`config.mk`:
```
export PLATFORM = sky130hd
export DESIGN_NAME = tab_stop_text_extent_top
export DESIGN_NICKNAME = d
export VERILOG_FILES = /design/src/tste_pkg.sv /design/src/tab_stop_text_extent_top.sv /design/src/tste_stop_ram.sv /design/src/tste_subtract.sv
export SDC_FILE = /design/constraint.sdc
export NUM_CORES = 1
export LEC_CHECK = 0
export BUFFER_PORTS_ARGS = -buffer_cell sky130_fd_sc_hd__buf_2
export CORE_ASPECT_RATIO = 0.8
export CORE_MARGIN = 2
export CORE_UTILIZATION = 56
export CTS_CLUSTER_SIZE = 40
export DETAILED_ROUTE_END_ITERATION = 10
export GPL_TIMING_DRIVEN = 1
export PLACE_DENSITY = 0.87
export SYNTH_ARGS = -nofsm -noshare
export SYNTH_HDL_FRONTEND = slang
export SYNTH_HIERARCHICAL = 1
export SYNTH_SLANG_ARGS = --single-unit
```
`constraint.sdc`:
```
create_clock -name clk -period 5.9 [get_ports clk]
set_input_delay 0.295 -clock clk [delete_from_list [all_inputs] [get_ports clk]]
set_output_delay 0.295 -clock clk [all_outputs]
set_load 0.02 [all_outputs]
```
`src/tste_pkg.sv`:
```
// Shared types, constants and helpers for the tab stop text extent block.
// Used by tste_stop_ram, tste_subtract and tab_stop_text_extent_top.
`default_nettype none
package tste_pkg;

  localparam int TAB_SLOTS  = 8;
  localparam int SLOT_BITS  = $clog2(TAB_SLOTS);
  localparam int IDX_BITS   = 4;
  localparam int WIDTH_BITS = 16;
  localparam int BIT_BITS   = $clog2(WIDTH_BITS);

  localparam logic [7:0] TAB_CHAR = 8'd9;
  localparam logic [7:0] NUL_CHAR = 8'd0;

  localparam logic OP_CHAR = 1'b0;
  localparam logic OP_LOAD = 1'b1;

  typedef enum logic [1:0] {
    CFG_TAB_MODE     = 2'd0,
    CFG_TAB_INTERVAL = 2'd1,
    CFG_STOP_COUNT   = 2'd2,
    CFG_START_OFFSET = 2'd3
  } cfg_reg_t;

  typedef enum logic [7:0] {
    ST_IDLE     = 8'b0000_0001,
    ST_DECODE   = 8'b0000_0010,
    ST_DIV      = 8'b0000_0100,
    ST_DIV_END  = 8'b0000_1000,
    ST_SRCH_RD  = 8'b0001_0000,
    ST_SRCH_CMP = 8'b0010_0000,
    ST_TAB_END  = 8'b0100_0000,
    ST_FINISH   = 8'b1000_0000
  } state_t;

  typedef struct packed {
    logic                  en;
    logic [SLOT_BITS-1:0]  addr;
    logic [WIDTH_BITS-1:0] data;
  } stop_wr_t;

  function automatic logic [WIDTH_BITS-1:0] sat_add(input logic [WIDTH_BITS-1:0] a,
                                                    input logic [WIDTH_BITS-1:0] b);
    logic [WIDTH_BITS:0] s;
    s = {1'b0, a} + {1'b0, b};
    return s[WIDTH_BITS] ? {WIDTH_BITS{1'b1}} : s[WIDTH_BITS-1:0];
  endfunction

endpackage
`default_nettype wire

```
`src/tab_stop_text_extent_top.sv`:
```
// Tab stop text extent: running pixel extent of a string, one item at a time.
// A plain character, NUL or load goes from decode straight to finish; an interval
// tab first runs 16 remainder steps on the shared subtractor; a table tab reads and compares each stop it scans.
// One item is in work at a time; input stalls until its result has passed output hold-off.
// Reset (rst, synchronous) restores the register defaults and restarts the string;
// the tab stop table holds no reset value.
`default_nettype none
module tab_stop_text_extent_top
  import tste_pkg::*;
(
  input  logic                  clk,
  input  logic                  rst,
  input  logic                  in_valid,
  output logic                  in_stall,
  input  logic                  operation,
  input  logic [7:0]            char_code,
  input  logic [7:0]            char_width,
  input  logic                  last,
  input  logic [SLOT_BITS-1:0]  slot,
  input  logic [WIDTH_BITS-1:0] stop_value,
  output logic                  out_valid,
  input  logic                  out_stall,
  output logic [WIDTH_BITS-1:0] extent,
  output logic [WIDTH_BITS-1:0] tab_advance,
  output logic                  end_of_string,
  input  logic                  cfg_valid,
  output logic                  cfg_ready,
  input  logic [1:0]            cfg_index,
  input  logic [WIDTH_BITS-1:0] cfg_data
);

  state_t state;

  // Configuration registers.
  logic                  tab_mode;
  logic [WIDTH_BITS-1:0] tab_interval;
  logic [IDX_BITS-1:0]   stop_count;
  logic [WIDTH_BITS-1:0] start_offset;

  // String state.
  logic [WIDTH_BITS-1:0] placed;
  logic [WIDTH_BITS-1:0] pending;
  logic [IDX_BITS-1:0]   next_idx;
  logic                  exhausted;
  logic                  nul_seen;
  logic                  mid_string;

  // Latched item and work registers.
  logic                  item_op;
  logic [7:0]            item_code;
  logic [7:0]            item_width;
  logic                  item_last;
  logic [WIDTH_BITS-1:0] tab_w;
  logic [WIDTH_BITS-1:0] rem;
  logic [BIT_BITS-1:0]   bit_cnt;
  logic [WIDTH_BITS-1:0] adv;

  logic                  accept;
  logic                  out_free;
  logic [IDX_BITS-1:0]   stop_lim;
  logic [WIDTH_BITS-1:0] iv;
  logic [WIDTH_BITS-1:0] wsum;
  logic [WIDTH_BITS:0]   sub_a;
  logic [WIDTH_BITS:0]   sub_b;
  logic [WIDTH_BITS:0]   sub_diff;
  logic                  sub_borrow;
  logic [WIDTH_BITS-1:0] stop_rd;
  stop_wr_t              stop_wr;

  assign in_stall  = (state != ST_IDLE);
  assign cfg_ready = (state == ST_IDLE);
  assign accept    = in_valid && !in_stall;
  assign out_free  = !out_valid || !out_stall;
  assign stop_lim  = (stop_count > IDX_BITS'(TAB_SLOTS)) ? IDX_BITS'(TAB_SLOTS) : stop_count;
  assign iv        = (tab_interval == '0) ? WIDTH_BITS'(1) : tab_interval;
  assign wsum      = sat_add(placed, pending);

  assign stop_wr.en   = accept && (operation == OP_LOAD);
  assign stop_wr.addr = slot;
  assign stop_wr.data = stop_value;

  tste_stop_ram u_stop_ram (
    .clk     (clk),
    .wr      (stop_wr),
    .rd_addr (next_idx[SLOT_BITS-1:0]),
    .rd_data (stop_rd)
  );

  // The one subtractor serves remainder steps, the interval advance, stop compares and the extent.
  always_comb begin
    sub_a = '0;
    sub_b = '0;
    case (state)
      ST_DIV: begin
        sub_a = {rem, tab_w[bit_cnt]};
        sub_b = {1'b0, iv};
      end
      ST_DIV_END: begin
        sub_a = {1'b0, iv};
        sub_b = {1'b0, rem};
      end
      ST_SRCH_CMP: begin
        sub_a = {1'b0, stop_rd};
        sub_b = {1'b0, tab_w};
      end
      ST_FINISH: begin
        sub_a = {1'b0, wsum};
        sub_b = {1'b0, start_offset};
      end
      default: begin
        sub_a = '0;
        sub_b = '0;
      end
    endcase
  end

  tste_subtract u_subtract (
    .a      (sub_a),
    .b      (sub_b),
    .diff   (sub_diff),
    .borrow (sub_borrow)
  );

  always_ff @(posedge clk) begin
    if (rst) begin
      state        <= ST_IDLE;
      tab_mode     <= 1'b0;
      tab_interval <= WIDTH_BITS'(8);
      stop_count   <= '0;
      start_offset <= '0;
      placed       <= '0;
      pending      <= '0;
      next_idx     <= '0;
      exhausted    <= 1'b0;
      nul_seen     <= 1'b0;
      mid_string   <= 1'b0;
      out_valid    <= 1'b0;
    end else begin
      // In the finish state the output register is reloaded below instead.
      if (out_valid && !out_stall && state != ST_FINISH) begin
        out_valid <= 1'b0;
      end

      case (state)
        ST_IDLE: begin
          if (accept) begin
            item_op    <= operation;
            item_code  <= char_code;
            item_width <= char_width;
            item_last  <= last;
            state      <= ST_DECODE;
          end
        end
        ST_DECODE: begin
          adv   <= '0;
          state <= ST_FINISH;
          if (item_op == OP_CHAR) begin
            if (nul_seen || item_code == NUL_CHAR) begin
              nul_seen <= 1'b1;
            end else if (item_code == TAB_CHAR) begin
              tab_w   <= wsum;
              pending <= '0;
              if (tab_mode && !exhausted) begin
                if (next_idx >= stop_lim) begin
                  exhausted <= 1'b1;
                  adv       <= WIDTH_BITS'(1);
                  state     <= ST_TAB_END;
                end else begin
                  state <= ST_SRCH_RD;
                end
              end else if (tab_mode) begin
                adv   <= WIDTH_BITS'(1);
                state <= ST_TAB_END;
              end else begin
                rem     <= '0;
                bit_cnt <= BIT_BITS'(WIDTH_BITS - 1);
                state   <= ST_DIV;
              end
            end else begin
              pending <= sat_add(pending, WIDTH_BITS'(item_width));
            end
          end
        end
        ST_DIV: begin
          // Restoring remainder step, most significant bit first.
          if (!sub_borrow) begin
            rem <= sub_diff[WIDTH_BITS-1:0];
          end else begin
            rem <= sub_a[WIDTH_BITS-1:0];
          end
          bit_cnt <= bit_cnt - BIT_BITS'(1);
          if (bit_cnt == '0) begin
            state <= ST_DIV_END;
          end
        end
        ST_DIV_END: begin
          adv   <= sub_diff[WIDTH_BITS-1:0];
          state <= ST_TAB_END;
        end
        ST_SRCH_RD: begin
          state <= ST_SRCH_CMP;
        end
        ST_SRCH_CMP: begin
          next_idx <= next_idx + IDX_BITS'(1);
          if (!sub_borrow) begin
            adv   <= sub_diff[WIDTH_BITS-1:0];
            state <= ST_TAB_END;
          end else if (next_idx + IDX_BITS'(1) >= stop_lim) begin
            exhausted <= 1'b1;
            adv       <= WIDTH_BITS'(1);
            state     <= ST_TAB_END;
          end else begin
            state <= ST_SRCH_RD;
          end
        end
        ST_TAB_END: begin
          placed <= sat_add(tab_w, adv);
          state  <= ST_FINISH;
        end
        ST_FINISH: begin
          if (out_free) begin
            out_valid     <= 1'b1;
            extent        <= sub_borrow ? '0 : sub_diff[WIDTH_BITS-1:0];
            tab_advance   <= adv;
            end_of_string <= (item_op == OP_CHAR) && item_last;
            if (item_op == OP_CHAR) begin
              if (item_last) begin
                placed     <= start_offset;
                pending    <= '0;
                next_idx   <= '0;
                exhausted  <= 1'b0;
                nul_seen   <= 1'b0;
                mid_string <= 1'b0;
              end else begin
                mid_string <= 1'b1;
              end
            end
            state <= ST_IDLE;
          end
        end
        default: begin
          state <= ST_IDLE;
        end
      endcase

      if (cfg_valid && cfg_ready) begin
        case (cfg_reg_t'(cfg_index))
          CFG_TAB_MODE:     tab_mode     <= cfg_data[0];
          CFG_TAB_INTERVAL: tab_interval <= cfg_data;
          CFG_STOP_COUNT:   stop_count   <= cfg_data[IDX_BITS-1:0];
          CFG_START_OFFSET: begin
            start_offset <= cfg_data;
            if (!mid_string) begin
              placed <= cfg_data;
            end
          end
          default: begin
          end
        endcase
      end
    end
  end

  // The table scan never runs past the end of the table.
  assert property (@(posedge clk) disable iff (rst) next_idx <= IDX_BITS'(TAB_SLOTS))
    else $error("tab stop index beyond table");

  // The partial remainder stays below the divisor during the remainder steps.
  assert property (@(posedge clk) disable iff (rst) (state == ST_DIV) |-> (rem < iv))
    else $error("remainder not below interval");

  // A tab has folded the pending run into its start width before any search step.
  assert property (@(posedge clk) disable iff (rst)
      (state == ST_DIV || state == ST_SRCH_RD || state == ST_SRCH_CMP) |-> (pending == '0))
    else $error("pending width not cleared by tab");

  // An interval tab always advances by at least one unit.
  assert property (@(posedge clk) disable iff (rst)
      (state == ST_DIV_END) |=> (adv != '0))
    else $error("zero advance from interval tab");

endmodule
`default_nettype wire

```
`src/tste_stop_ram.sv`:
```
// Tab stop table: one write port and one registered read port.
// Depends on tste_pkg for the table geometry and the write struct.
`default_nettype none
module tste_stop_ram
  import tste_pkg::*;
(
  input  logic                  clk,
  input  stop_wr_t              wr,
  input  logic [SLOT_BITS-1:0]  rd_addr,
  output logic [WIDTH_BITS-1:0] rd_data
);

  logic [WIDTH_BITS-1:0] mem [TAB_SLOTS];

  always_ff @(posedge clk) begin
    if (wr.en) begin
      mem[wr.addr] <= wr.data;
    end
    rd_data <= mem[rd_addr];
  end

endmodule
`default_nettype wire

```
`src/tste_subtract.sv`:
```
// Shared compare and subtract unit: one wide subtraction with a borrow flag.
// Depends on tste_pkg for the datapath width.
`default_nettype none
module tste_subtract
  import tste_pkg::*;
(
  input  logic [WIDTH_BITS:0]   a,
  input  logic [WIDTH_BITS:0]   b,
  output logic [WIDTH_BITS:0]   diff,
  output logic                  borrow
);

  logic [WIDTH_BITS+1:0] full;

  assign full   = {1'b0, a} - {1'b0, b};
  assign diff   = full[WIDTH_BITS:0];
  assign borrow = full[WIDTH_BITS+1];

endmodule
`default_nettype wire

```
Word-level counts from Yosys, hierarchy flattened
Memory sizes are Yosys's and may differ from the RTL's. A register that Yosys moved wholly into a read port is not among the register bits.
Index checks and enable logic that the tools add are counted.
{"block": "op_classes", "eq_ne": 30, "mux": 81, "n_lt_le_gt_ge": 4, "add_sub_neg": 6, "n_bitwise": 3, "reduce_logical": 37}
{"operator": "16-bit 2-to-1 mux", "count": 28}
{"operator": "16-bit one-hot mux with 2 select lines", "count": 3}
{"operator": "17-bit one-hot mux with 4 select lines", "count": 1}
{"operator": "16-bit one-hot mux with 4 select lines", "count": 1}
{"operator": "8-bit one-hot mux with 8 select lines", "count": 1}
{"operator": "8-bit 2-to-1 mux", "count": 7}
{"operator": "16-bit one-hot mux with 3 select lines", "count": 1}
{"operator": "4-bit 2-to-1 mux", "count": 9}
{"operator": "16-bit by 16-bit adder with 17-bit output", "count": 2}
{"operator": "7-bit 2-to-1 mux", "count": 4}
{"operator": "2-bit inequality test, second input constant", "count": 13}
{"operator": "1-bit 2-to-1 mux", "count": 21}
{"operator": "17-bit by 16-bit subtractor with 18-bit output", "count": 1}
{"operator": "16-bit by 8-bit adder with 17-bit output", "count": 1}
{"operator": "8-bit by 4-bit equality test with 1-bit output, second input constant", "count": 2}
{"operator": "16-bit logical NOT", "count": 1}
{"operator": "4-bit one-hot mux with 2 select lines", "count": 2}
{"operator": "3-bit AND reduction", "count": 5}
{"operator": "6-bit AND reduction", "count": 2}
{"operator": "11-bit AND reduction", "count": 1}
{"operator": "8-bit by 1-bit equality test with 1-bit output, second input constant", "count": 1}
{"operator": "8-bit by 2-bit equality test with 1-bit output, second input constant", "count": 1}
{"operator": "8-bit by 3-bit equality test with 1-bit output, second input constant", "count": 1}
{"operator": "8-bit by 5-bit equality test with 1-bit output, second input constant", "count": 1}
{"operator": "30 further kinds", "count": 51}
{"block": "totals", "elab_cells": 185, "register_bits": 188, "inputBits": 60, "out_inout_bits": 36, "mem_bits_rw": 128, "n_memories": 1}
{"name": "u_stop_ram.mem", "words": 8, "width": 16, "read_ports": 1, "rd_clocked_by_memory_dff": 1, "wr": 1, "line_no": "tste_stop_ram.sv:13", "source": "logic [WIDTH_BITS-1:0] mem [TAB_SLOTS];"}

Longest topological paths before layout
{"block": "logic_depth", "word_depth": 9, "ltp_mapped": 22, "ltp_nobuf": 20}

Cells and area by module
The synthesis kept the hierarchy.
{"mod": "tab_stop_text_extent_top", "cells_each": 1107, "n_inst": 1, "area_each_um2": 10535.1, "seq_area_each_um2": 4794.6}
{"mod": "tste_stop_ram", "cells_each": 214, "n_inst": 1, "area_each_um2": 5293.8, "seq_area_each_um2": 4164.0}
{"mod": "tste_subtract", "cells_each": 145, "n_inst": 1, "area_each_um2": 1008.5, "seq_area_each_um2": 0.0}

Worst setup path before layout
No wires, ideal clock.
{"block": "synth_timing", "kind": "reg2reg", "start": "register pending[0]", "end": "register adv[0], enable pin", "t_required_ns": 5.481, "period_less_slack_ns": 5.500, "t_arrival_ns": 5.081, "setup_time_ns": 0.419, "path_buffers": 3, "path_stages_with_launch": 20, "setup_slack_ns": 0.400, "cell_sequence": "dfxtp_1 > ha_1 > fa_1 > a211oi_1 > o21ai_1 > nand2_1 > o21ai_0 > nor3_1 > a21oi_1 > a221o_1 > ha_1 > clkbuf_1 > nand2_1 > nor2_1 > o211ai_1 > a31oi_1 > o22ai_1 > clkbuf_1 > clkbuf_1 > a311oi_1"}
{"block": "synth_between", "elab_chain_cells": 6}
{"item": "start, declared", "line_no": "tab_stop_text_extent_top.sv:42", "source": "logic [WIDTH_BITS-1:0] pending;"}
{"item": "start signal, assigned", "line_no": "tab_stop_text_extent_top.sv:180", "source": "pending <= sat_add(pending, WIDTH_BITS'(item_width));"}
{"item": "16-bit by 16-bit adder with 17-bit output", "line_no": "tste_pkg.sv:45", "source": "s = {1'b0, a} + {1'b0, b};"}
{"item": "16-bit 2-to-1 mux", "line_no": "tste_pkg.sv:46", "source": "return s[WIDTH_BITS] ? {WIDTH_BITS{1'b1}} : s[WIDTH_BITS-1:0];"}
{"item": "net wsum[12]", "line_no": "tab_stop_text_extent_top.sv:62", "source": "logic [WIDTH_BITS-1:0] wsum;"}
{"item": "17-bit one-hot mux with 4 select lines", "line_no": "tab_stop_text_extent_top.sv:93", "source": "case (state)"}
{"item": "net sub_a[12]", "line_no": "tab_stop_text_extent_top.sv:63", "source": "logic [WIDTH_BITS:0] sub_a;"}
{"item": "17-bit by 16-bit subtractor with 18-bit output", "line_no": "tste_subtract.sv:15", "source": "assign full = {1'b0, a} - {1'b0, b};"}
{"item": "net sub_borrow", "line_no": "tab_stop_text_extent_top.sv:66", "source": "logic sub_borrow;"}
{"item": "3-bit inequality test (no line)"}
{"item": "3-bit AND reduction (no line)"}
{"item": "end signal, assigned", "line_no": "tab_stop_text_extent_top.sv:197", "source": "adv <= sub_diff[WIDTH_BITS-1:0];"}
{"item": "end signal, assigned", "line_no": "tab_stop_text_extent_top.sv:206", "source": "adv <= sub_diff[WIDTH_BITS-1:0];"}
{"item": "end, declared", "line_no": "tab_stop_text_extent_top.sv:56", "source": "logic [WIDTH_BITS-1:0] adv;"}
The timed path passes the listed nets, and every way through them passes these cells.
A chain may end at the register's enable or synchronous reset.

Worst setup path in the final report
{"block": "layout_timing", "start": "register pending[0]", "end": "register rem[14], data pin"}
{"block": "layout_between", "elab_chain_cells": 6}
{"item": "16-bit by 16-bit adder with 17-bit output", "line_no": "tste_pkg.sv:45"}
{"item": "16-bit 2-to-1 mux", "line_no": "tste_pkg.sv:46"}
{"item": "net wsum[0]", "line_no": "tab_stop_text_extent_top.sv:62"}
{"item": "17-bit one-hot mux with 4 select lines", "line_no": "tab_stop_text_extent_top.sv:93"}
{"item": "net sub_a[0]", "line_no": "tab_stop_text_extent_top.sv:63"}
{"item": "17-bit by 16-bit subtractor with 18-bit output", "line_no": "tste_subtract.sv:15"}
{"item": "net sub_diff[14]", "line_no": "tab_stop_text_extent_top.sv:65", "source": "logic [WIDTH_BITS:0] sub_diff;"}
{"item": "16-bit 2-to-1 mux", "line_no": "tab_stop_text_extent_top.sv:186", "source": "if (!sub_borrow) begin"}
{"item": "16-bit one-hot mux with 2 select lines", "line_no": "tab_stop_text_extent_top.sv:144", "source": "case (state)"}
{"item": "end signal, assigned", "line_no": "tab_stop_text_extent_top.sv:187", "source": "rem <= sub_diff[WIDTH_BITS-1:0];"}
{"item": "end signal, assigned", "line_no": "tab_stop_text_extent_top.sv:189", "source": "rem <= sub_a[WIDTH_BITS-1:0];"}
{"item": "end, declared", "line_no": "tab_stop_text_extent_top.sv:54", "source": "logic [WIDTH_BITS-1:0] rem;"}
The timed path passes the listed nets, and every way through them passes these cells.

==> out/results.txt <==
The number of nets with antenna violations after routing came out at 0. The routed layout has 13,022 vias. Setup repair after global routing left no endpoint under its margin. The die is 159 um tall. The tools report the number of nets in the final layout as 1,690. The logs give 70.6 mm for the global-route wire length before repair and 0 for the total of endpoints with negative setup slack in the final report.

Summing all multi-input logic gate instances after layout gives 7340 um2. The tools report the total count of max-transition violations in the final report as 0. Clock tree synthesis inserted a total of 35 buffers. The initial antenna violation count is 4. The region available for standard cell placement spans 29,400 um2. In the routed design, unresolved DRC markers number 0. The run gives 0 as the number of instances resized during post-cts repair. For the final routed database, the setup TNS stands at 0 ps. The run finished with clean final reports. The final HPWL from detailed placement is 32.1 mm.

Leaving out fill and tap cells, the most frequent cell in the layout is sky130_fd_sc_hd__edfxtp_1. The endpoint arrival time on the critical path is 5560 ps. The H-tree generated during clock tree synthesis spans 2 levels.

The library cells used most frequently in the layout, excluding fill and tap cells, are 231 x sky130_fd_sc_hd__edfxtp_1, 159 x sky130_fd_sc_hd__nand2_1, 118 x sky130_fd_sc_hd__a21oi_1, 107 x sky130_fd_sc_hd__nor2_1, 100 x sky130_fd_sc_hd__dfxtp_1. The layout overhead on the synthesized area was 13.2%; the starting density of the core was 57.0%. Summed over all cells, the static leakage comes to 7.00 nW.

The number of warning messages in the yosys log came out at 6. VDD sags by at most 0.000255 V. The top fanout value on the critical path works out to 12.

The type of origin of the critical path was a register. The worst-case clock skew is 16.0 ps. The run gives 2,012 as the violation count after the first detailed-routing iteration.

The logs give 16,800 um2 for the total standard cell area after synthesis and 0 for the hold violation count in the final report. In the synthesized netlist, the number of instances is 1,456. Count of pins on the block boundary: 96. Clock-pin slew was measured on the worst setup and hold paths at 70 ps.

Buffers placed on the I/O ports in this run total 95. The synthesized area divided by synthesized cell count was 11.5 um2. The power density relative to cell area was 277 nW/um2.

For the total overflow reported by the global router, the log shows 0. The tools report the deepest clock path buffer count as 3. Fill cells in the final layout number 2,114. The count of max-cap constraint violations is 0. The width of the die is 198 um, and the area enclosed by the die boundary is 31,400 um2. The number of global-route vias before repair was 12,250; the wire length per cell after detailed routing was 23.6 um.

The tree built by TritonCTS fans out to 332 sinks. The nature of the critical path endpoint was a register. For the data required time of the critical path, the log shows 6200 ps. The depth of the worst hold-timing path was 3. After layout, the worst path uses 89.2% of the clock period.

The pre-antenna-repair detailed-routing pass consisted of 6 iterations. The worst slew margin relative to its limit came out at 6.77%. In the final layout, the share of cells above drive strength 1 is 14.7%. The master cell of the clock root buffer was sky130_fd_sc_hd__clkbuf_16.

The final core utilization is 64.5%. The sequential cells in the finished layout cover a total of 8960 um2. The worst hold path class is in2reg.

For the worst-skew pair, the clock arrives at the later sink with an insertion delay of 550 ps. For the pin with the worst max-slew slack, the measured transition is 1390 ps. For the post-synthesis net count, the log shows 1,588.

The maximum number of pins on one net before global-route repair came out at 46. Weighted congestion at the end of routability-driven global placement: 0.950. The post-route minimum period is 5260 ps. Derived from the worst setup path, the maximum achievable clock frequency is 190 MHz.

The tools report the aggregate global-route resource usage as 29.4%. Summed over all layers, the routed wires come to 46.4 mm. The critical path in this run is classified as reg2reg. Measured in cells, the most critical reg-to-reg path has a length of 21. Row count: 56. TritonCTS built the clock tree.

Dividing the detail-routed via count by the number of cells gives 6.63.
## worst paths after layout
path | from | endpoint | slack, ps
max | pending[0]$_SDFFE_PP0P_ | rem[14]$_SDFFCE_PN0P_ | 640
min | cfg_data[4] | tab_interval[4]$_SDFFE_PP0P_ | 20
max reg2reg | pending[0]$_SDFFE_PP0P_ | rem[14]$_SDFFCE_PN0P_ | 640
min reg2reg | adv[4]$_DFFE_PP_ | tab_advance[4]$_DFFE_PP_ | 470
## layout make-up
class                   instances  share of cell area, %
repair buffers                135                   4.39
well taps                     377                   2.48
clock inverters                18                   1.23
clock buffers                  46                   5.10
flip-flops and latches        332                   47.2
diodes                          3                 0.0395
multi-input cells            1008                   38.7
inverters                      46                  0.909
## critical path, stage by stage, from the launching register on
cell	delay, ps
sky130_fd_sc_hd__dfxtp_1	330
sky130_fd_sc_hd__ha_1	220
sky130_fd_sc_hd__fa_1	440
sky130_fd_sc_hd__a211oi_1	400
sky130_fd_sc_hd__o21ai_1	190
sky130_fd_sc_hd__nand4_1	220
sky130_fd_sc_hd__and2_1	150
sky130_fd_sc_hd__buf_4	210
sky130_fd_sc_hd__nand2b_1	100
sky130_fd_sc_hd__a21oi_1	210
sky130_fd_sc_hd__inv_1	80
sky130_fd_sc_hd__inv_1	70
sky130_fd_sc_hd__ha_1	190
sky130_fd_sc_hd__inv_1	70
sky130_fd_sc_hd__fa_1	410
sky130_fd_sc_hd__a21o_1	220
sky130_fd_sc_hd__a221oi_4	370
sky130_fd_sc_hd__o21ai_4	140
sky130_fd_sc_hd__o311ai_0	420
sky130_fd_sc_hd__a311oi_1	140
sky130_fd_sc_hd__or2_2	300
sky130_fd_sc_hd__o311a_1	130
## registers in the layout, summed over array words and instances (netlist names), 8 cells and up
register,count
u_stop_ram/rd_data,16
tab_advance,16
item_width,8
state,8
start_offset,16
item_code,8
placed,16
adv,16
rem,16
pending,16
extent,16
tab_w,16
tab_interval,16
u_stop_ram/mem,128
## report_power, final
part           internal [mW]  switching, mW  leakage, nW  total [mW]
clock                   1.36          0.967        0.583        2.32
sequential              2.54         0.0364         2.90        2.58
combinational          0.128          0.231         3.52       0.359
total                   4.03           1.23         7.00        5.26
## per-layer routing
metal | wire length, um | up-vias | track usage [%]
li1 | - | 5748 | -
met1 | 18000 | 6282 | 40.7
met2 | 20900 | 853 | 44.7
met3 | 6010 | 135 | 8.18
met4 | 1440 | 4 | 10.0
met5 | 35 | - | 0
## what timing repair did
| action | 4_1_cts | 5_1_grt |
|---|---|---|
| setup endpoints to repair | 0 | 0 |
| buffers inserted | 0 | 0 |
| hold buffers | 18 | 0 |
| endpoints found under the hold margin | 18 | 0 |
## through the flow
| stage | power, mW | hold slack [ps] | setup WS (ps) | cells | area, um2 |
|---|---|---|---|---|---|
| global placement | 2.95 | 450 | 1090 | 1880 | 17600 |
| floorplan | 2.84 | 394 | 463 | 1456 | 16800 |
| detailed placement | 2.96 | 465 | 910 | 1880 | 17600 |
| global route | 5.40 | 24.2 | 432 | 1963 | 19000 |
| CTS | 5.27 | 6.88 | 820 | 1962 | 19000 |
| finish | 5.26 | 18.0 | 638 | 1965 | 19000 |
No activity file was read; power rests on OpenSTA's default activity.
